$ cat config.mk
export PLATFORM = sky130hd
export DESIGN_NAME = psu_queue
export DESIGN_NICKNAME = d
export VERILOG_FILES = /design/src/rtl/core/psu_pkg.sv /design/src/rtl/core/psu_queue.sv
export SDC_FILE = /design/constraint.sdc
export NUM_CORES = 1
export LEC_CHECK = 0
export BUFFER_PORTS_ARGS = -buffer_cell sky130_fd_sc_hd__buf_2
export CAP_MARGIN = 30
export CELL_PAD_IN_SITES_DETAIL_PLACEMENT = 0
export CELL_PAD_IN_SITES_GLOBAL_PLACEMENT = 1
export CORE_MARGIN = 2
export CORE_UTILIZATION = 45
export DETAILED_ROUTE_END_ITERATION = 10
export GPL_ROUTABILITY_DRIVEN = 0
export HOLD_SLACK_MARGIN = 0.05
export PLACE_DENSITY = 0.72
export RECOVER_POWER = 50
export SYNTH_ARGS = -nofsm -noshare
export SYNTH_HDL_FRONTEND = slang
export SYNTH_SLANG_ARGS = --single-unit
$ cat constraint.sdc
create_clock -name clk -period 4.2 [get_ports clk]
set_clock_uncertainty 0.05 [all_clocks]
set_input_delay 0.21 -clock clk [delete_from_list [all_inputs] [get_ports clk]]
set_output_delay 0.21 -clock clk [all_outputs]
set_load 0.005 [all_outputs]
$ cat src/rtl/core/psu_pkg.sv
// ----------------------------------------------------------------------------
// psu_pkg
// Shared constants, request descriptor and filter arithmetic for the PNG
// scanline unfilter core.
// ----------------------------------------------------------------------------
package psu_pkg;

  localparam int MAX_WIDTH   = 4096;
  localparam int COL_W       = $clog2(MAX_WIDTH);
  localparam int BYTE_W      = 8;
  localparam int NUM_CH      = 4;
  localparam int PIX_W       = NUM_CH * BYTE_W;
  localparam int CHAN_W      = 3;
  localparam int ROWW_W      = 13;
  localparam int FTYPE_W     = 8;
  localparam int FLT_W       = 3;
  localparam int CFG_IDX_W   = 2;
  localparam int CFG_DATA_W  = 13;
  localparam int QUEUE_DEPTH = 4;
  localparam int QUEUE_AW    = $clog2(QUEUE_DEPTH);

  localparam logic [CFG_IDX_W-1:0] REG_CHANNEL_COUNT = CFG_IDX_W'(0);
  localparam logic [CFG_IDX_W-1:0] REG_ROW_WIDTH     = CFG_IDX_W'(1);

  localparam logic [FLT_W-1:0] FLT_NONE  = FLT_W'(0);
  localparam logic [FLT_W-1:0] FLT_SUB   = FLT_W'(1);
  localparam logic [FLT_W-1:0] FLT_UP    = FLT_W'(2);
  localparam logic [FLT_W-1:0] FLT_AVG   = FLT_W'(3);
  localparam logic [FLT_W-1:0] FLT_PAETH = FLT_W'(4);

  localparam logic [FTYPE_W-1:0] FTYPE_MAX    = FTYPE_W'(4);
  localparam logic [BYTE_W-1:0]  ALPHA_OPAQUE = BYTE_W'(255);
  localparam logic [CHAN_W-1:0]  CHAN_GRAY_A  = CHAN_W'(2);
  localparam logic [CHAN_W-1:0]  CHAN_MAX     = CHAN_W'(NUM_CH);

  typedef struct packed {
    logic [PIX_W-1:0] samples;
    logic [COL_W-1:0] col;
    logic [FLT_W-1:0] flt;
    logic             bad;
    logic             first_row;
    logic             row_start;
    logic             last;
  } desc_t;

  function automatic logic [BYTE_W-1:0] paeth(input logic [BYTE_W-1:0] a,
                                              input logic [BYTE_W-1:0] b,
                                              input logic [BYTE_W-1:0] c);
    logic signed [BYTE_W+1:0] p;
    logic signed [BYTE_W+1:0] da;
    logic signed [BYTE_W+1:0] db;
    logic signed [BYTE_W+1:0] dc;
    p  = $signed({2'b00, a}) + $signed({2'b00, b}) - $signed({2'b00, c});
    da = p - $signed({2'b00, a});
    db = p - $signed({2'b00, b});
    dc = p - $signed({2'b00, c});
    if (da < 0) da = -da;
    if (db < 0) db = -db;
    if (dc < 0) dc = -dc;
    if (da <= db && da <= dc) return a;
    else if (db <= dc) return b;
    else return c;
  endfunction

  function automatic logic [BYTE_W-1:0] rebuild(input logic [FLT_W-1:0]  flt,
                                                input logic [BYTE_W-1:0] x,
                                                input logic [BYTE_W-1:0] a,
                                                input logic [BYTE_W-1:0] b,
                                                input logic [BYTE_W-1:0] c);
    logic [BYTE_W:0]   sum;
    logic [BYTE_W-1:0] pred;
    sum = {1'b0, a} + {1'b0, b};
    unique case (flt)
      FLT_SUB:   pred = a;
      FLT_UP:    pred = b;
      FLT_AVG:   pred = sum[BYTE_W:1];
      FLT_PAETH: pred = paeth(a, b, c);
      default:   pred = '0;
    endcase
    return x + pred;
  endfunction

endpackage

$ cat src/rtl/core/psu_queue.sv
// ----------------------------------------------------------------------------
// psu_queue
// Short descriptor FIFO between front and back end.
// ----------------------------------------------------------------------------
module psu_queue (
  input  logic           clk,
  input  logic           rst_n,
  input  logic           push,
  input  psu_pkg::desc_t push_desc,
  input  logic           pop,
  output psu_pkg::desc_t head,
  output logic           full,
  output logic           empty
);
  import psu_pkg::*;

  desc_t                mem_r [QUEUE_DEPTH];
  logic [QUEUE_AW-1:0]  wr_ptr_r, wr_ptr_nxt;
  logic [QUEUE_AW-1:0]  rd_ptr_r, rd_ptr_nxt;
  logic [QUEUE_AW:0]    count_r,  count_nxt;

  assign head  = mem_r[rd_ptr_r];
  assign full  = (count_r == (QUEUE_AW+1)'(QUEUE_DEPTH));
  assign empty = (count_r == '0);

  always_comb begin
    wr_ptr_nxt = push ? wr_ptr_r + QUEUE_AW'(1) : wr_ptr_r;
    rd_ptr_nxt = pop  ? rd_ptr_r + QUEUE_AW'(1) : rd_ptr_r;
    count_nxt  = count_r + (QUEUE_AW+1)'(push) - (QUEUE_AW+1)'(pop);
  end

  always_ff @(posedge clk) begin
    if (push) begin
      mem_r[wr_ptr_r] <= push_desc;
    end
  end

  always_ff @(posedge clk) begin
    if (!rst_n) begin
      wr_ptr_r <= '0;
      rd_ptr_r <= '0;
      count_r  <= '0;
    end else begin
      wr_ptr_r <= wr_ptr_nxt;
      rd_ptr_r <= rd_ptr_nxt;
      count_r  <= count_nxt;
    end
  end

endmodule

# Word level (Yosys, flattened, before mapping)
# Memory sizes are Yosys's and may differ from the RTL's. A register that Yosys moved wholly into a read port is not among the register bits.
# Index checks and enable logic that the tools add are counted.
# totals
ff_bits	7
ram_bits	204
in_bits	55
word_cells	14
mem_count	1
# memory_table
memory	words	word_bits	rd	rd_ports_with_merged_regs	write_ports	line_no	rtl
mem_r	4	51	1	1	1	psu_queue.sv:17	desc_t mem_r [QUEUE_DEPTH];
# op_classes
addsub	4
n_eq_ne	1
n_mux	4
n_reduce_logical	1
# ops
operator	count
2-bit by 1-bit adder with 2-bit output, second input constant	2
2-bit 2-to-1 mux	2
3-bit by 1-bit adder with 3-bit output	1
3-bit == test, second input constant	1
3-bit zero test	1
3-bit by 1-bit subtractor with 3-bit output	1
1-bit 2-to-1 mux	2

# Logic depth before layout (Yosys ltp)
# Gate-level depths: netlist of run 1.
# depth
depth_word	3
mapped_depth	7
ltp_nobuf	7

# Least setup slack after synthesis of run 1
# OpenSTA, ideal clock, no wires.
# synth_timing
path_kind	register to register
start	register wr_ptr_r[0]
end	memory mem_r[2][0] in the netlist's numbering, enable pin
setup_time_ns	0.414
t_arrival_ns	1.757
t_required_ns	3.736
path_slack_ns	1.979
stages_incl_launch_ff	4
path_buffers	0
period_less_slack_ns	2.221
path_cell_list	dfxtp_1 > inv_1 > ha_1 > and2_1
# synth_lines
item	line_no	rtl
from (decl)	psu_queue.sv:18	logic [QUEUE_AW-1:0] wr_ptr_r, wr_ptr_nxt;
from (signal assigned)	psu_queue.sv:44	wr_ptr_r <= wr_ptr_nxt;
to (decl)	psu_queue.sv:17	
# Straight into the memory's write port.

==> impl_metrics.toml, run 1 <==
[floorplanning]
core_um2 = 17200
start_util_pct = 45.8
dieArea_um2 = 18500
rows = 48
ios = 108
die-height_um = 136
die_x_um = 136

[clock_network]
cts_tree = "done"
htreeDepth = 1
cts_root_buf = "clkbuf_16"
cts_resized = 0
post-cts-setup-buffers = 0
cts_sinks = 213
clock_latency_ps = 490
clockBufferDepth = 3
ctsHoldBuffers = 54
clk_pin_slew_worst_paths_ps = 60
numCtsBuffers = 21

[yosys]
synth_area_leaders = "edfxtp_1 (78%), mux4_2 (14%), dfxtp_1 (2.3%), buf_12 (1.3%), ha_1 (0.95%)"
synthArstFlopShare_pct = 0
synth.area.mux_share_pct = 14.8
synth_top_family_by_area = "multiplexers"
synth_nets = 372
synthAdderAreaFrac_pct = 1.21
synthDistinctLibCells = 21
synth_ff_type = "edfxtp_1"
synth_area_leader_cell = "edfxtp_1"
synth_seq_cells = 213
synth_common_cells = "edfxtp_1 (204), mux4_2 (50), dfxtp_1 (9), inv_1 (7)"
syn_area_um2 = 7860
avgSynthCellArea_um2 = 25.4
synth_edf_count = 204
ys_seq_area_share_pct = 80.2
synthSimpleGateAreaFrac_pct = 0.955
netlist.area_leader.share_pct = 77.9
synth-xor-area-share_pct = 0.525
synth_compound_area_share_pct = 0.191
synthCells = 310
synth_most_common_cell = "edfxtp_1"
synth_warnings = 0

[worst_setup_path]
cp-end-kind = "output pin"
r2r_cells = 4
rrSetupSlack_ps = 1720
crit_type = "reg -> out"
reg2reg_from = "wr_ptr_r[0]"
cp.arrival_ps = 2270
r2r-end = "mem_r[0][23]"
startpoint_type = "flip-flop"
critPathMaxFanout = 34
crit_required_ps = 3940

[timing]
max_slew_margin_pct = 4.22
slew_violations = 0
layout_min_cycle_time_ps = 2530
finalWorstSetupSlack_ps = 1670
fmax_mhz = 395
finalCritPeriodShare_pct = 60.2
grt_setup_unrepaired = "no"
setup_tns_ps = 0
setup_viol = 0
hold_viol_final = 0
worstMarginPinSlew_ps = 1440

[cells_and_area]
multi_input_area_um2 = 1390
drive_above_1_share_pct = 27.8
final_nets = 553
finalNonFillerCells = 728
diodes = 0
area_delta_synth_final_pct = 24.4
fillCellCount = 1366
seq_area_um2 = 6310

[drt]
drcViolationCount = 0
wire_per_inst_um = 18.8
ant_nets = 0
vias_per_cell = 5.02
dr.pass1.iters = 4
drt_iter0_drc = 224
wl_mm = 13.7
vias = 3653

[power_and_ir_drop]
power_leakage_nw = 3.24
power.density_nw_per_um2 = 481
vdd_drop_max_v = 0.000276

[placement]
place_hpwl_mm = 8.17
place_inst = 638
dp_slack_ps = 1960
port_buffers = 107

[global_route]
grt_max_degree = 35
grt_pass1_vias = 3921
grt_pass1_wl_mm = 21.2
antenna_found_initial = 0
grt_usage_pct = 15.2
grt.overflow.total = 0

[worst_hold_path]
min_path_type = "in -> reg"
worstHoldStart = "rst_n"
min_path_cells = 3
hold_end = "count_r[1]"

[run_status]
status = "complete, no violations"

[flow_run]
maxCapViolations = 0
power breakdown:
group / switching [mW] / internal [mW]
Sequential: 0.0517 / 2.44
Combinational: 0.193 / 0.246
Clock: 0.710 / 1.06
flip-flops by register name, summed over array words and instances (netlist names), named ones only:
signal    flops
count_r       3
mem_r       204
rd_ptr_r      2
wr_ptr_r      2
cell usage in the layout (no fill, tap or decap):
| cell type | Yosys | final |
|---|---|---|
| and2_1 | 6 | 2 |
| a21bo_2 | 1 | 1 |
| buf_4 | 0 | 6 |
| xnor2_1 | 2 | 2 |
| nand3b_1 | 1 | 1 |
| and2_2 | 0 | 2 |
| fa_1 | 1 | 1 |
| and2_0 | 0 | 2 |
| mux4_2 | 50 | 50 |
| dfxtp_2 | 0 | 1 |
| dlygate4sd3_1 | 0 | 54 |
| bufinv_16 | 0 | 2 |
| edfxtp_1 | 204 | 204 |
| xor3_1 | 1 | 1 |
| clkbuf_8 | 0 | 1 |
| clkbuf_16 | 0 | 21 |
| dfxtp_1 | 9 | 7 |
| buf_2 | 5 | 52 |
| mux2i_1 | 1 | 1 |
| clkbuf_1 | 0 | 64 |
| clkinv_1 | 0 | 2 |
| mux4_1 | 1 | 1 |
| buf_16 | 0 | 2 |
| nor3_1 | 1 | 1 |
| inv_1 | 7 | 7 |
| and3_1 | 1 | 1 |
| nor2_1 | 5 | 5 |
| ha_1 | 6 | 6 |
| a21oi_1 | 1 | 1 |
| buf_12 | 5 | 1 |
| dfxtp_4 | 0 | 1 |
critical path: stages (launching register included):
cell and delay, ps:
dfxtp_2 930, buf_4 350, mux4_2 350, buf_2 150
worst max path at each step:
stage	endpoint	slack, ps	cells after the start
after floorplan	mem_r[2][0]	1980	3
after global placement	head[47]	1990	2
after detailed placement	mem_r[2][49]	1960	4
after CTS	head[43]	1600	3
after global routing	mem_r[0][24]	1450	4
final	head[43]	1670	3
layer usage:
metal | track usage, % | routed length [µm] | vias to the layer above
met4 | 3.99 | 238 | 0
li1 | - | - | 1661
met5 | 0 | 0 | -
met1 | 20.5 | 5730 | 1869
met3 | 3.09 | 825 | 19
met2 | 25.4 | 6880 | 104
area by class of cell:
type	instances	share of cell area, %
Sequential cell	213	64.5
Multi-Input combinational cell	78	14.2
Timing Repair Buffer	170	11.5
Clock buffer	31	5.86
Tap cell	225	2.88
Clock inverter	4	0.691
Inverter	7	0.269
logic make-up (layout without fill, tap and decap cells):
| group | after synthesis | after routing |
|---|---|---|
| flops | 213 | 213 |
| mux | 52 | 52 |
| buf+inv | 19 | 212 |
| simple gates | 14 | 14 |
| fa+ha+maj | 7 | 7 |
| xor+xnor | 3 | 3 |
| compound gates | 2 | 2 |
stage by stage:
stage,power (mW),util (%),hold slack (ps),area [µm²]
2_1_floorplan,2.78,-,259,7860
3_3_place_gp,2.93,50.0,371,8590
3_5_place_dp,2.96,50.3,378,8650
4_1_cts,4.77,57.2,402,9830
5_1_grt,4.88,56.9,434,9780
6_report,4.70,56.9,431,9780
(Power assumes the default switching activity.)
==> run 2, diff against run 1 <==
Settings changed: PLACE_DENSITY 0.72 to 0.75.
Clock period 4.2 ns to 2.3 ns, I/O delays scaled along.
==> run 2 against run 1 <==
Against the previous run: first-iteration DRC count decreased by 0.45%; via count increased by 2.5%; register-to-register slack got worse by 1300 ps; global-route usage increased by 0.49 points; sequential power increased by 81%; final cell count increased by 0.96%; non-clock buffer count increased by 4; sequential share of layout area decreased by 0.20 points; clock-buffer cell count decreased by 5; largest cell class unchanged; largest power group unchanged.
==> impl_metrics.toml, run 2 (synthesis results as in run 1) <==
[drt]
vias = 3746
vias_per_cell = 5.10
drt_iter0_drc = 223
dr.pass1.iters = 4
wire_per_inst_um = 19.2
ant_nets = 0
wl_mm = 14.1
drcViolationCount = 0

[timing]
grt_setup_unrepaired = "no"
layout_min_cycle_time_ps = 2160
setup_viol = 0
worstMarginPinSlew_ps = 573
finalWorstSetupSlack_ps = 139
finalCritPeriodShare_pct = 93.9
slew_violations = 0
max_slew_margin_pct = 61.8
fmax_mhz = 463
setup_tns_ps = 0
hold_viol_final = 0
holdWs_ps = 375

[power_and_ir_drop]
p_sw_mw = 1.80
p_int_mw = 6.83
power_leakage_nw = 3.28
power.density_nw_per_um2 = 880
p_comb_share_pct = 9.8
vdd_drop_max_v = 0.000512
pwr-share-clk_pct = 38.0
pwr-share-seq_pct = 52.2
p_sw_share_pct = 20.9

[worst_setup_path]
critPathMaxFanout = 23
cp-end-kind = "output pin"
r2r_cells = 7
cpPeakStageDelay_ps = 580
crit_required_ps = 2130
rrSetupSlack_ps = 460
cp.arrival_ps = 2000
r2r-end = "count_r[2]"
crit_type = "reg -> out"
cpMaxStageDelayCell = "mux4_2"
path_cells = "buf_4 -> mux4_2 -> buf_2"
reg2reg_from = "count_r[0]"
startpoint_type = "flip-flop"

[worst_hold_path]
min_path_type = "in -> reg"
hold_end = "count_r[1]"
worstHoldStart = "rst_n"
min_path_cells = 3

[placement]
dp_slack_ps = 466
place_hpwl_mm = 8.14
port_buffers = 107

[floorplanning]
die-height_um = 136
core_um2 = 17200
start_util_pct = 45.8
die_x_um = 136
rows = 48
ios = 108
dieArea_um2 = 18500

[cells_and_area]
post-route-util_pct = 57.1
final_common_cell = "edfxtp_1"
final_cell_mix = "edfxtp_1 (204), clkbuf_1 (55), dlygate4sd3_1 (55), buf_2 (54), mux4_2 (50)"
diodes = 0
top_regs = "mem_r: 204 flops, count_r: 3 flops"
largest_register_ffs = 204
drive_above_1_share_pct = 30.8
area_delta_synth_final_pct = 24.8
regMostFlops = "mem_r"
final_nets = 557

[clock_network]
clockBufferDepth = 3
clock_latency_ps = 480
numCtsBuffers = 21
post-cts-setup-buffers = 0
cts_root_buf = "clkbuf_16"
cts_resized = 0
cts_sinks = 213
clk_pin_slew_worst_paths_ps = 60
cts_tree = "done"
htreeDepth = 1

[global_route]
grt_max_degree = 33
grt.overflow.total = 0
grt_pass1_wl_mm = 21.9
antenna_found_initial = 0
grt_usage_pct = 15.7
grt_pass1_vias = 3981

[run_status]
status = "complete, no violations"

[flow_run]
maxCapViolations = 0
-- run 2: cell count changes in the layout (fill, tap and decap cells not counted), moves of 2 or more --
cell      change
clkbuf_1      -9
clkinv_2      +6
buf_4         +3
and2_0        -2
and2_2        +2
buf_16        -2
buf_2         +2
clkbuf_2      +2
-- run 2: critical path, delay by kind of cell, from the launching register on --
kind	cells	cell delay [ps]
buffers and inverters	2	550
flip-flops	1	350
multiplexers	1	580
-- run 2: worst max-delay path by stage --
stage	slack (ps)	end	from	cells after the start
2_1_floorplan	80	mem_r[2][0]	wr_ptr_r[0]	3
3_3_place_gp	550	count_r[2]	count_r[0]	7
3_5_place_dp	470	count_r[2]	count_r[0]	7
4_1_cts	70	head[12]	flip-flop	3
5_1_grt	20	head[12]	flip-flop	3
6_report	140	head[12]	flip-flop	3
-- run 2: area by class of cell --
| cell class | instances | area, µm² |
|---|---|---|
| Clock buffer | 26 | 586 |
| Clock inverter | 12 | 92.6 |
| Fill cell | 1351 | 7370 |
| Inverter | 7 | 26.3 |
| Multi-Input combinational cell | 78 | 1390 |
| Sequential cell | 213 | 6310 |
| Tap cell | 225 | 282 |
| Timing Repair Buffer | 174 | 1120 |
-- run 2: per-stage QoR --
stage	power, mW	std cells	instance area (µm²)
2_1_floorplan	5.07	310	7860
3_3_place_gp	5.36	642	8650
3_5_place_dp	5.40	642	8650
4_1_cts	8.77	735	9880
5_1_grt	8.97	735	9810
6_report	8.64	735	9810
-- run 2: power groups by stage --
stage	clock, mW	sequential [mW]	combinational (mW)
floorplan	0	4.58	0.490
global placement	0	4.58	0.783
detailed placement	0	4.59	0.803
CTS	3.38	4.51	0.880
global route	3.51	4.53	0.933
finish	3.28	4.51	0.846
-- run 2: metal layers --
layer	up-vias	track usage (%)	routed length [µm]
met5	-	0	0
met4	0	4.22	227
met3	18	3.02	643
met2	102	27.1	7380
met1	1949	20.5	5870
li1	1677	-	-
-- run 2: what timing repair did --
item                       4_1_cts  5_1_grt
setup endpoints to repair        0        0
hold endpoints to repair       213        0
hold buffers                    55        0
