File: config.mk
export PLATFORM = sky130hd
export DESIGN_NAME = psu_front_flat
export DESIGN_NICKNAME = d
export VERILOG_FILES = /design/src/rtl/core/psu_pkg.sv /design/src/rtl/core/psu_pix_if.sv /design/src/rtl/core/psu_front.sv /design/src/flat_wrapper.sv
export SDC_FILE = /design/constraint.sdc
export NUM_CORES = 1
export LEC_CHECK = 0
export ABC_AREA = 0
export BUFFER_PORTS_ARGS = -buffer_cell sky130_fd_sc_hd__buf_2
export CAP_MARGIN = 20
export CORE_ASPECT_RATIO = 0.6
export CORE_MARGIN = 3
export CORE_UTILIZATION = 42
export CTS_BUF_LIST = sky130_fd_sc_hd__clkbuf_8
export DETAILED_ROUTE_END_ITERATION = 16
export PLACE_DENSITY_LB_ADDON = 0.1
export RECOVER_POWER = 25
export SLEW_MARGIN = 20
export SYNTH_ARGS = -nofsm -noshare
export SYNTH_HDL_FRONTEND = slang
export SYNTH_SLANG_ARGS = --single-unit
export TNS_END_PERCENT = 5
File: constraint.sdc
create_clock -name clk -period 2.4 [get_ports clk]
set_clock_uncertainty 0.2 [all_clocks]
set_input_delay 0.24 -clock clk [delete_from_list [all_inputs] [get_ports clk]]
set_output_delay 0.24 -clock clk [all_outputs]
set_load 0.01 [all_outputs]
File: src/rtl/core/psu_pkg.sv
// ----------------------------------------------------------------------------
// psu_pkg
// Shared constants, request descriptor and filter arithmetic for the PNG
// scanline unfilter core.
// ----------------------------------------------------------------------------
package psu_pkg;

  localparam int MAX_WIDTH   = 4096;
  localparam int COL_W       = $clog2(MAX_WIDTH);
  localparam int BYTE_W      = 8;
  localparam int NUM_CH      = 4;
  localparam int PIX_W       = NUM_CH * BYTE_W;
  localparam int CHAN_W      = 3;
  localparam int ROWW_W      = 13;
  localparam int FTYPE_W     = 8;
  localparam int FLT_W       = 3;
  localparam int CFG_IDX_W   = 2;
  localparam int CFG_DATA_W  = 13;
  localparam int QUEUE_DEPTH = 4;
  localparam int QUEUE_AW    = $clog2(QUEUE_DEPTH);

  localparam logic [CFG_IDX_W-1:0] REG_CHANNEL_COUNT = CFG_IDX_W'(0);
  localparam logic [CFG_IDX_W-1:0] REG_ROW_WIDTH     = CFG_IDX_W'(1);

  localparam logic [FLT_W-1:0] FLT_NONE  = FLT_W'(0);
  localparam logic [FLT_W-1:0] FLT_SUB   = FLT_W'(1);
  localparam logic [FLT_W-1:0] FLT_UP    = FLT_W'(2);
  localparam logic [FLT_W-1:0] FLT_AVG   = FLT_W'(3);
  localparam logic [FLT_W-1:0] FLT_PAETH = FLT_W'(4);

  localparam logic [FTYPE_W-1:0] FTYPE_MAX    = FTYPE_W'(4);
  localparam logic [BYTE_W-1:0]  ALPHA_OPAQUE = BYTE_W'(255);
  localparam logic [CHAN_W-1:0]  CHAN_GRAY_A  = CHAN_W'(2);
  localparam logic [CHAN_W-1:0]  CHAN_MAX     = CHAN_W'(NUM_CH);

  typedef struct packed {
    logic [PIX_W-1:0] samples;
    logic [COL_W-1:0] col;
    logic [FLT_W-1:0] flt;
    logic             bad;
    logic             first_row;
    logic             row_start;
    logic             last;
  } desc_t;

  function automatic logic [BYTE_W-1:0] paeth(input logic [BYTE_W-1:0] a,
                                              input logic [BYTE_W-1:0] b,
                                              input logic [BYTE_W-1:0] c);
    logic signed [BYTE_W+1:0] p;
    logic signed [BYTE_W+1:0] da;
    logic signed [BYTE_W+1:0] db;
    logic signed [BYTE_W+1:0] dc;
    p  = $signed({2'b00, a}) + $signed({2'b00, b}) - $signed({2'b00, c});
    da = p - $signed({2'b00, a});
    db = p - $signed({2'b00, b});
    dc = p - $signed({2'b00, c});
    if (da < 0) da = -da;
    if (db < 0) db = -db;
    if (dc < 0) dc = -dc;
    if (da <= db && da <= dc) return a;
    else if (db <= dc) return b;
    else return c;
  endfunction

  function automatic logic [BYTE_W-1:0] rebuild(input logic [FLT_W-1:0]  flt,
                                                input logic [BYTE_W-1:0] x,
                                                input logic [BYTE_W-1:0] a,
                                                input logic [BYTE_W-1:0] b,
                                                input logic [BYTE_W-1:0] c);
    logic [BYTE_W:0]   sum;
    logic [BYTE_W-1:0] pred;
    sum = {1'b0, a} + {1'b0, b};
    unique case (flt)
      FLT_SUB:   pred = a;
      FLT_UP:    pred = b;
      FLT_AVG:   pred = sum[BYTE_W:1];
      FLT_PAETH: pred = paeth(a, b, c);
      default:   pred = '0;
    endcase
    return x + pred;
  endfunction

endpackage

File: src/rtl/core/psu_pix_if.sv
// ----------------------------------------------------------------------------
// psu_pix_if
// Filtered pixel request channel: valid/ready plus one pixel of samples.
// ----------------------------------------------------------------------------
interface psu_pix_if;
  import psu_pkg::*;

  logic               valid;
  logic               ready;
  logic               image_start;
  logic [FTYPE_W-1:0] filter_type;
  logic [BYTE_W-1:0]  sample0;
  logic [BYTE_W-1:0]  sample1;
  logic [BYTE_W-1:0]  sample2;
  logic [BYTE_W-1:0]  sample3;

  modport source (output valid, image_start, filter_type, sample0, sample1, sample2,
                  sample3, input ready);
  modport sink (input valid, image_start, filter_type, sample0, sample1, sample2,
                sample3, output ready);
endinterface

File: src/rtl/core/psu_front.sv
// ----------------------------------------------------------------------------
// psu_front
// Accepts pixel requests, tracks column, row filter and first-row state, and
// queues a classified descriptor for the back end.
// ----------------------------------------------------------------------------
module psu_front (
  input  logic                   clk,
  input  logic                   rst_n,
  psu_pix_if.sink                in_px,
  input  logic [psu_pkg::COL_W-1:0] width_m1,
  input  logic                   queue_full,
  output logic                   push,
  output psu_pkg::desc_t         desc
);
  import psu_pkg::*;

  logic [COL_W-1:0] col_r,   col_nxt;
  logic             first_r, first_nxt;
  logic [FLT_W-1:0] flt_r,   flt_nxt;
  logic             bad_r,   bad_nxt;

  logic [COL_W-1:0] col;
  logic             first;
  logic             row_start;
  logic             last;

  assign in_px.ready = !queue_full;
  assign push        = in_px.valid && !queue_full;

  always_comb begin
    col       = in_px.image_start ? '0 : col_r;
    first     = in_px.image_start ? 1'b1 : first_r;
    row_start = (col == '0);
    last      = (col >= width_m1);

    if (row_start) begin
      bad_nxt = (in_px.filter_type > FTYPE_MAX);
      flt_nxt = bad_nxt ? FLT_NONE : in_px.filter_type[FLT_W-1:0];
    end else begin
      bad_nxt = bad_r;
      flt_nxt = flt_r;
    end

    if (last) begin
      col_nxt   = '0;
      first_nxt = 1'b0;
    end else begin
      col_nxt   = col + COL_W'(1);
      first_nxt = first;
    end

    desc.samples   = {in_px.sample3, in_px.sample2, in_px.sample1, in_px.sample0};
    desc.col       = col;
    desc.flt       = flt_nxt;
    desc.bad       = bad_nxt;
    desc.first_row = first;
    desc.row_start = row_start;
    desc.last      = last;
  end

  always_ff @(posedge clk) begin
    if (!rst_n) begin
      col_r   <= '0;
      first_r <= 1'b1;
      flt_r   <= FLT_NONE;
      bad_r   <= 1'b0;
    end else if (push) begin
      col_r   <= col_nxt;
      first_r <= first_nxt;
      flt_r   <= flt_nxt;
      bad_r   <= bad_nxt;
    end
  end

endmodule

File: src/flat_wrapper.sv
// flat-port wrapper written by rule: the top's interface ports become plain ports
module psu_front_flat import psu_pkg::*;
  (clk, rst_n, width_m1, queue_full, push, desc, in_px_valid, in_px_image_start, in_px_filter_type, in_px_sample0, in_px_sample1, in_px_sample2, in_px_sample3, in_px_ready);
  psu_pix_if in_px_i ();
  input  logic clk;
  input  logic rst_n;
  input  logic [psu_pkg::COL_W-1:0] width_m1;
  input  logic queue_full;
  output logic push;
  output psu_pkg::desc_t desc;
  input wire logic [$bits(in_px_i.valid)-1:0] in_px_valid;
  input wire logic [$bits(in_px_i.image_start)-1:0] in_px_image_start;
  input wire logic [$bits(in_px_i.filter_type)-1:0] in_px_filter_type;
  input wire logic [$bits(in_px_i.sample0)-1:0] in_px_sample0;
  input wire logic [$bits(in_px_i.sample1)-1:0] in_px_sample1;
  input wire logic [$bits(in_px_i.sample2)-1:0] in_px_sample2;
  input wire logic [$bits(in_px_i.sample3)-1:0] in_px_sample3;
  output wire logic [$bits(in_px_i.ready)-1:0] in_px_ready;
  assign in_px_i.valid = in_px_valid;
  assign in_px_i.image_start = in_px_image_start;
  assign in_px_i.filter_type = in_px_filter_type;
  assign in_px_i.sample0 = in_px_sample0;
  assign in_px_i.sample1 = in_px_sample1;
  assign in_px_i.sample2 = in_px_sample2;
  assign in_px_i.sample3 = in_px_sample3;
  assign in_px_ready = in_px_i.ready;
  psu_front u_core (.clk(clk), .rst_n(rst_n), .in_px(in_px_i), .width_m1(width_m1), .queue_full(queue_full), .push(push), .desc(desc));
endmodule
# == Yosys cells after proc, flatten, opt, wreduce, memory -nomap -nowiden ==
# Cells that the tools add are included.
# op_classes
n_lt_le_gt_ge,2
addsub,1
n_mux,7
reduce_logical,3
# op_table
operator,n
12-bit 2-to-1 mux,2
"12-bit by 1-bit adder with 12-bit output, second input constant",1
12-bit greater-or-equal comparator,1
12-bit logical NOT,1
"8-bit by 3-bit greater-than comparator with 1-bit output, second input constant",1
3-bit 2-to-1 mux,2
1-bit 2-to-1 mux,3
1-bit logical AND,1
1-bit logical NOT,1
# word_totals
regBits,17
in_bits,57
out_inout_bits,53

# == Longest topological paths before layout ==
# Gate-level depths: netlist (run 1).
# depth
ltp_word,3
depth_mapped,9

# == Worst setup path after synthesis (run 1) ==
# OpenSTA, ideal clock, no wires.
# synth_path
kind,reg2reg
from,reg u_core.col_r[10]
to,reg u_core.col_r[6]
required_ps,2141
slack_ps,62
period_less_slack_ps,2338
arrival_time_ps,2079
path_stages_with_launch,9
path_buffers,1
path_cell_list,dfxtp_1 nor2b_1 ha_1 a21o_1 a221oi_1 o2111a_1 o21a_1 buf_6 a22o_1
# synth_rtl
item,line_no,rtl
start: declaration,psu_front.sv:17,"logic [COL_W-1:0] col_r, col_nxt;"
start signal: assignment,psu_front.sv:68,col_r <= col_nxt;

==> results_dict.tcl, run 1 <==
set metrics [dict create \
    run_status "finished with violations" \
    violations "negative setup slack" \
    peakVddDrop_uv 169 \
    setup_viol 1 \
    r2r-end "u_core.col_r[10]" \
    via_count 1393 \
    leakagePower_nw 1.02 \
    syn_avg_cell_area_um2 8.35 \
    ys_seq_elements 17 \
    areaGrowthSynthToFinish_pct 25.9 \
    crit_path_end_kind "primary output" \
    worst_pin_slew_ns 0.318 \
    hold_end "u_core.first_r" \
    worst-r2r-setup-slack_ns 0.06 \
    postRouteAntennaNets 0 \
    worstPathRequired_ns 1.96 \
    drv_cap 0 \
    antenna-diode-count 0 \
    clkSinkCount 17 \
    synth_enable_flop_cells 0 \
    yosys_warnings 0 \
    crit_fanout 2 \
    path_class "reg -> out" \
    slowest_delay_ns 0.40 \
    setup_slack_ns -0.0153 \
    synthesis.area_um2 1540 \
    ctsHoldBuffers 0 \
    grt_max_degree 13 \
    start_kind "flop" \
    die_h_um 52.9 \
    fp.dieArea_um2 4440 \
    rsz0062_at_grt "yes" \
    p_total_uw 612 \
    cts.htree.levels 1 \
    synth_flop_cell "dfxtp_1" \
    slew_viol_final 0 \
    drive_above_1_share_pct 46.4 \
    grt-ovfl-total 0 \
    post-route-period-util_pct 101 \
    worst-endpoint-arrival_ns 1.98 \
    cts_tree "done" \
    drc 0 \
    grt_pass1_vias 1311 \
    dp_hpwl_mm 3.35 \
    min_period_ns 2.42 \
    min_from "rst_n" \
    clk_path_buf_depth 2 \
    core_um2 3380 \
    num_rows 16 \
    finalWirelength_mm 4.28 \
    initial_core_util_pct 45.4 \
    critPathSlowestCell "or3_4" \
    synth_cells 184 \
    clock_latency_ns 0.26 \
    die_w_um 84.1 \
    max_freq_ghz 0.414 \
    stdcell_count 267 \
    hp-class "in -> reg" \
    fillers 298 \
    synth_fp_nets 254 \
    hold_depth 2 \
    crit_chain "nor2b_4, ha_4, and3_4, nand3_4, or3_4, o21ai_2, buf_2" \
    wl_per_cell_um 16.0 \
    ios 110 \
    cts.clk_slew.worst_paths_ns 0.08 \
    synth-seq-area-share_pct 22.1 \
    port_buffers 45 \
    power_density_nw_per_um2 316 \
    seq_area_um2 349 \
    relSlewSlack_pct 78.5 \
    grt_pass1_wl_mm 6.60 \
    gp_congestion 0.821 \
    ys_types 36 \
    drtIter0Drc 113 \
    cts-root-buf "clkbuf_8" \
    finalHoldViolations 0 \
    rr_worst_depth 10 \
    first_pass_iters 4 \
    r2r-start "u_core.col_r[8]" \
    multiInputGateArea_um2 937 \
    antenna_found_initial 0 \
    dp.cells 257 \
    via_per_inst 5.22 \
    async_flop_share_pct 0 \
    track_usage_pct 19.2 \
    cts_made_buffers 3 \
    final_nets 293 \
]
[worst max path at each step]
stage                      startpoint  slack, ns  depth (start not counted)               end
global placement      u_core.col_r[8]      0.007                          9  u_core.col_r[10]
CTS                  u_core.col_r[11]      0.001                          7           desc[0]
detailed placement  in_px_image_start     0.0007                          9  u_core.col_r[10]
finish               u_core.col_r[11]      -0.02                          7           desc[0]
global route         u_core.col_r[11]      -0.07                          7           desc[0]
floorplan            u_core.col_r[10]       0.06                          8   u_core.col_r[6]
[stage by stage]
step | hold WS (ns) | cell area [µm²] | worst slack [ns] | setup TNS (ns) | util [%]
after floorplan | 0.248 | 1540 | 0.0618 | 0 | -
after global placement | 0.279 | 1720 | 0.00656 | 0 | 50.7
after detailed placement | 0.274 | 1720 | 0.000656 | 0 | 50.7
after CTS | 0.0826 | 1840 | 0.00144 | 0 | 54.4
after global routing | 0.112 | 1930 | -0.0665 | -0.259 | 57.2
final | 0.0880 | 1930 | -0.0153 | -0.0153 | 57.2
[worst max-delay path, delay by kind of cell, from the launching register on]
kind | cells | cell delay [ns]
compound gates | 1 | 0.15
flops | 1 | 0.32
fa+ha+maj | 1 | 0.28
simple gates | 4 | 0.81
buf+inv | 1 | 0.16
[layer usage]
layer	vias to the layer above	share of wire (%)	GRT usage, %
met5	-	0	0
met4	0	4.7	11.5
met3	38	7.0	3.89
met2	52	41	24.2
met1	629	48	28.7
li1	674	-	-
[final cells by class]
class | count | area share (%)
timing repair buffer | 76 | 24.3
tap | 45 | 2.91
sequential | 17 | 18.0
multi-input combinational | 105 | 48.4
clock inverter | 1 | 0.259
inverter | 20 | 3.88
clock buffer | 3 | 2.13
[cells in the mapped netlist, types with 2 or more instances]
| cell | number | area, µm² |
|---|---|---|
| buf_4 | 36 | 270 |
| inv_1 | 20 | 75.1 |
| dfxtp_1 | 17 | 340 |
| a22o_1 | 15 | 131 |
| ha_1 | 13 | 163 |
| and3_1 | 8 | 50.1 |
| nor2_1 | 6 | 22.5 |
| nor2b_1 | 6 | 37.5 |
| xor2_1 | 6 | 52.6 |
| xnor2_1 | 5 | 43.8 |
| and2b_1 | 4 | 30.0 |
| nand2_1 | 4 | 15.0 |
| nand3_1 | 4 | 20.0 |
| a32o_1 | 3 | 30.0 |
| clkbuf_1 | 3 | 11.3 |
| nor4_1 | 3 | 18.8 |
| o21a_1 | 3 | 22.5 |
| o21ai_0 | 3 | 15.0 |
| a21o_1 | 2 | 15.0 |
| a21oi_1 | 2 | 10.0 |
| a221oi_1 | 2 | 17.5 |
| a31oi_1 | 2 | 12.5 |
| buf_2 | 2 | 10.0 |
| nand2b_1 | 2 | 12.5 |
| nor3_1 | 2 | 10.0 |
[what timing repair did]
action                     CTS  global route
gates cloned                 0             0
setup buffers                5             1
pin swaps                    6             7
setup endpoints to repair    1            17
gates resized for setup     12            15
[kinds of logic after synthesis]
group,Yosys count,synth area share [%]
flops,17,22.2
compound gates,35,18.3
buf+inv,62,24.6
simple gates,45,17.4
xor+xnor,11,6.27
fa+ha+maj,14,11.2
[layout by cell type (no fill, tap or decap), drive strengths merged, types with 4 or more instances in the layout]
master  netlist  layout
buf          39      76
inv          20      20
dfxtp        17      17
a22o         15      15
ha           13      13
and3          8       8
xor2          6       6
nor2          6       6
nor2b         6       6
xnor2         5       5
nand2         4       4
and2b         4       4
nand3         4       4
[sequential cells by signal, indices dropped and copies added (netlist names)]
signal	cells
u_core.bad_r	1
u_core.col_r	12
u_core.first_r	1
u_core.flt_r	3
[where the power goes]
group	internal (mW)	switching, mW
sequential	0.284	0.00146
clock	0.116	0.110
combinational	0.0478	0.0531
No activity file was read; power rests on OpenSTA's default activity.
==> inputs of run 2 (changes only) <==
- CORE_ASPECT_RATIO: 0.6 -> 0.7
==> run 2 against run 1 <==
Global-route usage is 0.43 points lower; critical path type unchanged; register-to-register slack better by 0.09 ns; final area is 1.9% lower; the flow now finishes without violations; combinational power hardly changed; final cell count is 2.2% lower; flip-flop and latch count stayed put; core utilization hardly changed; total power is 0.96% lower.
==> results_dict.tcl, run 2 (synthesis results as in run 1) <==
set metrics [dict create \
    ctsHoldBuffers 0 \
    fp.dieArea_um2 4430 \
    core_um2 3320 \
    die_w_um 78.3 \
    setup_viol 0 \
    gp_congestion 0.808 \
    run_status "complete, no violations" \
    grt_pass1_wl_mm 6.55 \
    slowest_delay_ns 0.39 \
    cts_tree "done" \
    peakVddDrop_uv 204 \
    drv_cap 0 \
    r2r-start "u_core.col_r[9]" \
    crit_path_end_kind "primary output" \
    crit_chain "inv_2, nor2_2, ha_1, and3_4, nand3_4, or3_4, o21ai_4, buf_6" \
    first_pass_iters 4 \
    num_rows 17 \
    cts.clk_slew.worst_paths_ns 0.07 \
    min_from "rst_n" \
    worstPathRequired_ns 1.96 \
    cts.htree.levels 1 \
    worst-endpoint-arrival_ns 1.93 \
    crit_path_start "u_core.col_r[9]" \
    clock_latency_ns 0.26 \
    final_cell_mix "44 x buf_2, 22 x buf_4, 19 x inv_1" \
    max_freq_ghz 0.421 \
    top_regs "u_core.col_r x12, u_core.flt_r x3" \
    dp_hpwl_mm 3.29 \
    areaGrowthSynthToFinish_pct 23.5 \
    regMostFlops "u_core.col_r" \
    cts-root-buf "clkbuf_8" \
    slew_viol_final 0 \
    setup_slack_ns 0.0272 \
    dp_worst_setup_slack_ns -0.00980 \
    grt-ovfl-total 0 \
    largest_reg_flops 12 \
    cts_made_buffers 3 \
    via_count 1332 \
    port_buffers 45 \
    fillers 328 \
    finalHoldViolations 0 \
    initial_core_util_pct 46.3 \
    ios 110 \
    clkSinkCount 17 \
    relSlewSlack_pct 43.6 \
    post-route-period-util_pct 98.9 \
    hp-class "in -> reg" \
    critPathSlowestCell "or3_4" \
    rsz0062_at_grt "yes" \
    grt_pass1_vias 1363 \
    antenna-diode-count 0 \
    path_class "reg -> out" \
    min_period_ns 2.37 \
    critPathTopFamily "simple AND/OR/NAND/NOR gates" \
    multiInputGateArea_um2 956 \
    wl_per_cell_um 16.1 \
    power_density_nw_per_um2 319 \
    drive_above_1_share_pct 44.9 \
    start_kind "flop" \
    path_buf_inv 2 \
    postRouteAntennaNets 0 \
    grt_max_degree 13 \
    final_nets 285 \
    die_h_um 56.6 \
    seq_area_um2 345 \
    utilization_pct 57.2 \
    leakagePower_nw 0.999 \
    via_per_inst 5.10 \
    drc 0 \
    worst_pin_slew_ns 0.843 \
    finalWirelength_mm 4.21 \
    track_usage_pct 18.7 \
    clk_path_buf_depth 2 \
    layout_commonest_cell "buf_2" \
    drtIter0Drc 58 \
    crit_fanout 2 \
    antenna_found_initial 0 \
]
-- run 2: changes by cell type in the layout (fill, tap and decap cells not counted), sizes merged --
cell	before	now
buf	76	68
-- run 2: cell type report --
type / instances / area share [%]
Inverter: 20 / 3.96
Timing Repair Buffer: 68 / 22.0
Tap cell: 47 / 3.10
Clock inverter: 1 / 0.264
Multi-Input combinational cell: 105 / 50.4
Sequential cell: 17 / 18.2
Clock buffer: 3 / 2.18
-- run 2: power breakdown --
part / switching [mW] / internal [mW] / leakage, nW / total (mW)
Sequential: 0.00148 / 0.285 / 0.139 / 0.286
Combinational: 0.0540 / 0.0451 / 0.834 / 0.0991
Clock: 0.105 / 0.115 / 0.0255 / 0.220
-- run 2: per-layer routing --
metal  vias to the layer above  share of wire [%]  track usage (%)
met2                        37                 43             28.8
li1                        662                  -                -
met5                         -                  0                0
met4                         0                7.9             16.7
met3                        48                6.0             3.69
met1                       585                 43             22.1
-- run 2: timing repair --
item | in CTS | in global routing
cloned | 0 | 0
pin swaps | 6 | 2
setup endpoints to repair | 1 | 5
resized for setup | 19 | 11
setup buffers | 3 | 0
-- run 2: through the flow --
step / cell area [µm²] / setup TNS (ns) / cells / total power [mW] / hold WS, ns
floorplan: 1540 / 0 / 184 / 0.393 / 0.248
global placement: 1690 / 0 / 255 / 0.377 / 0.280
detailed placement: 1690 / -0.00980 / 255 / 0.381 / 0.273
CTS: 1840 / 0 / 261 / 0.603 / 0.112
global route: 1900 / -0.228 / 261 / 0.634 / 0.125
finish: 1900 / 0 / 261 / 0.606 / 0.115
-- run 2: worst paths after layout --
| kind | slack [ns] | endpoint | cells after the start |
|---|---|---|---|
| worst max-delay path | 0.03 | desc[0] | 8 |
| worst min-delay path | 0.12 | u_core.first_r | 2 |
| worst max register to register | 0.15 | u_core.col_r[9] | 9 |
| worst min register to register | 0.28 | u_core.bad_r | 2 |
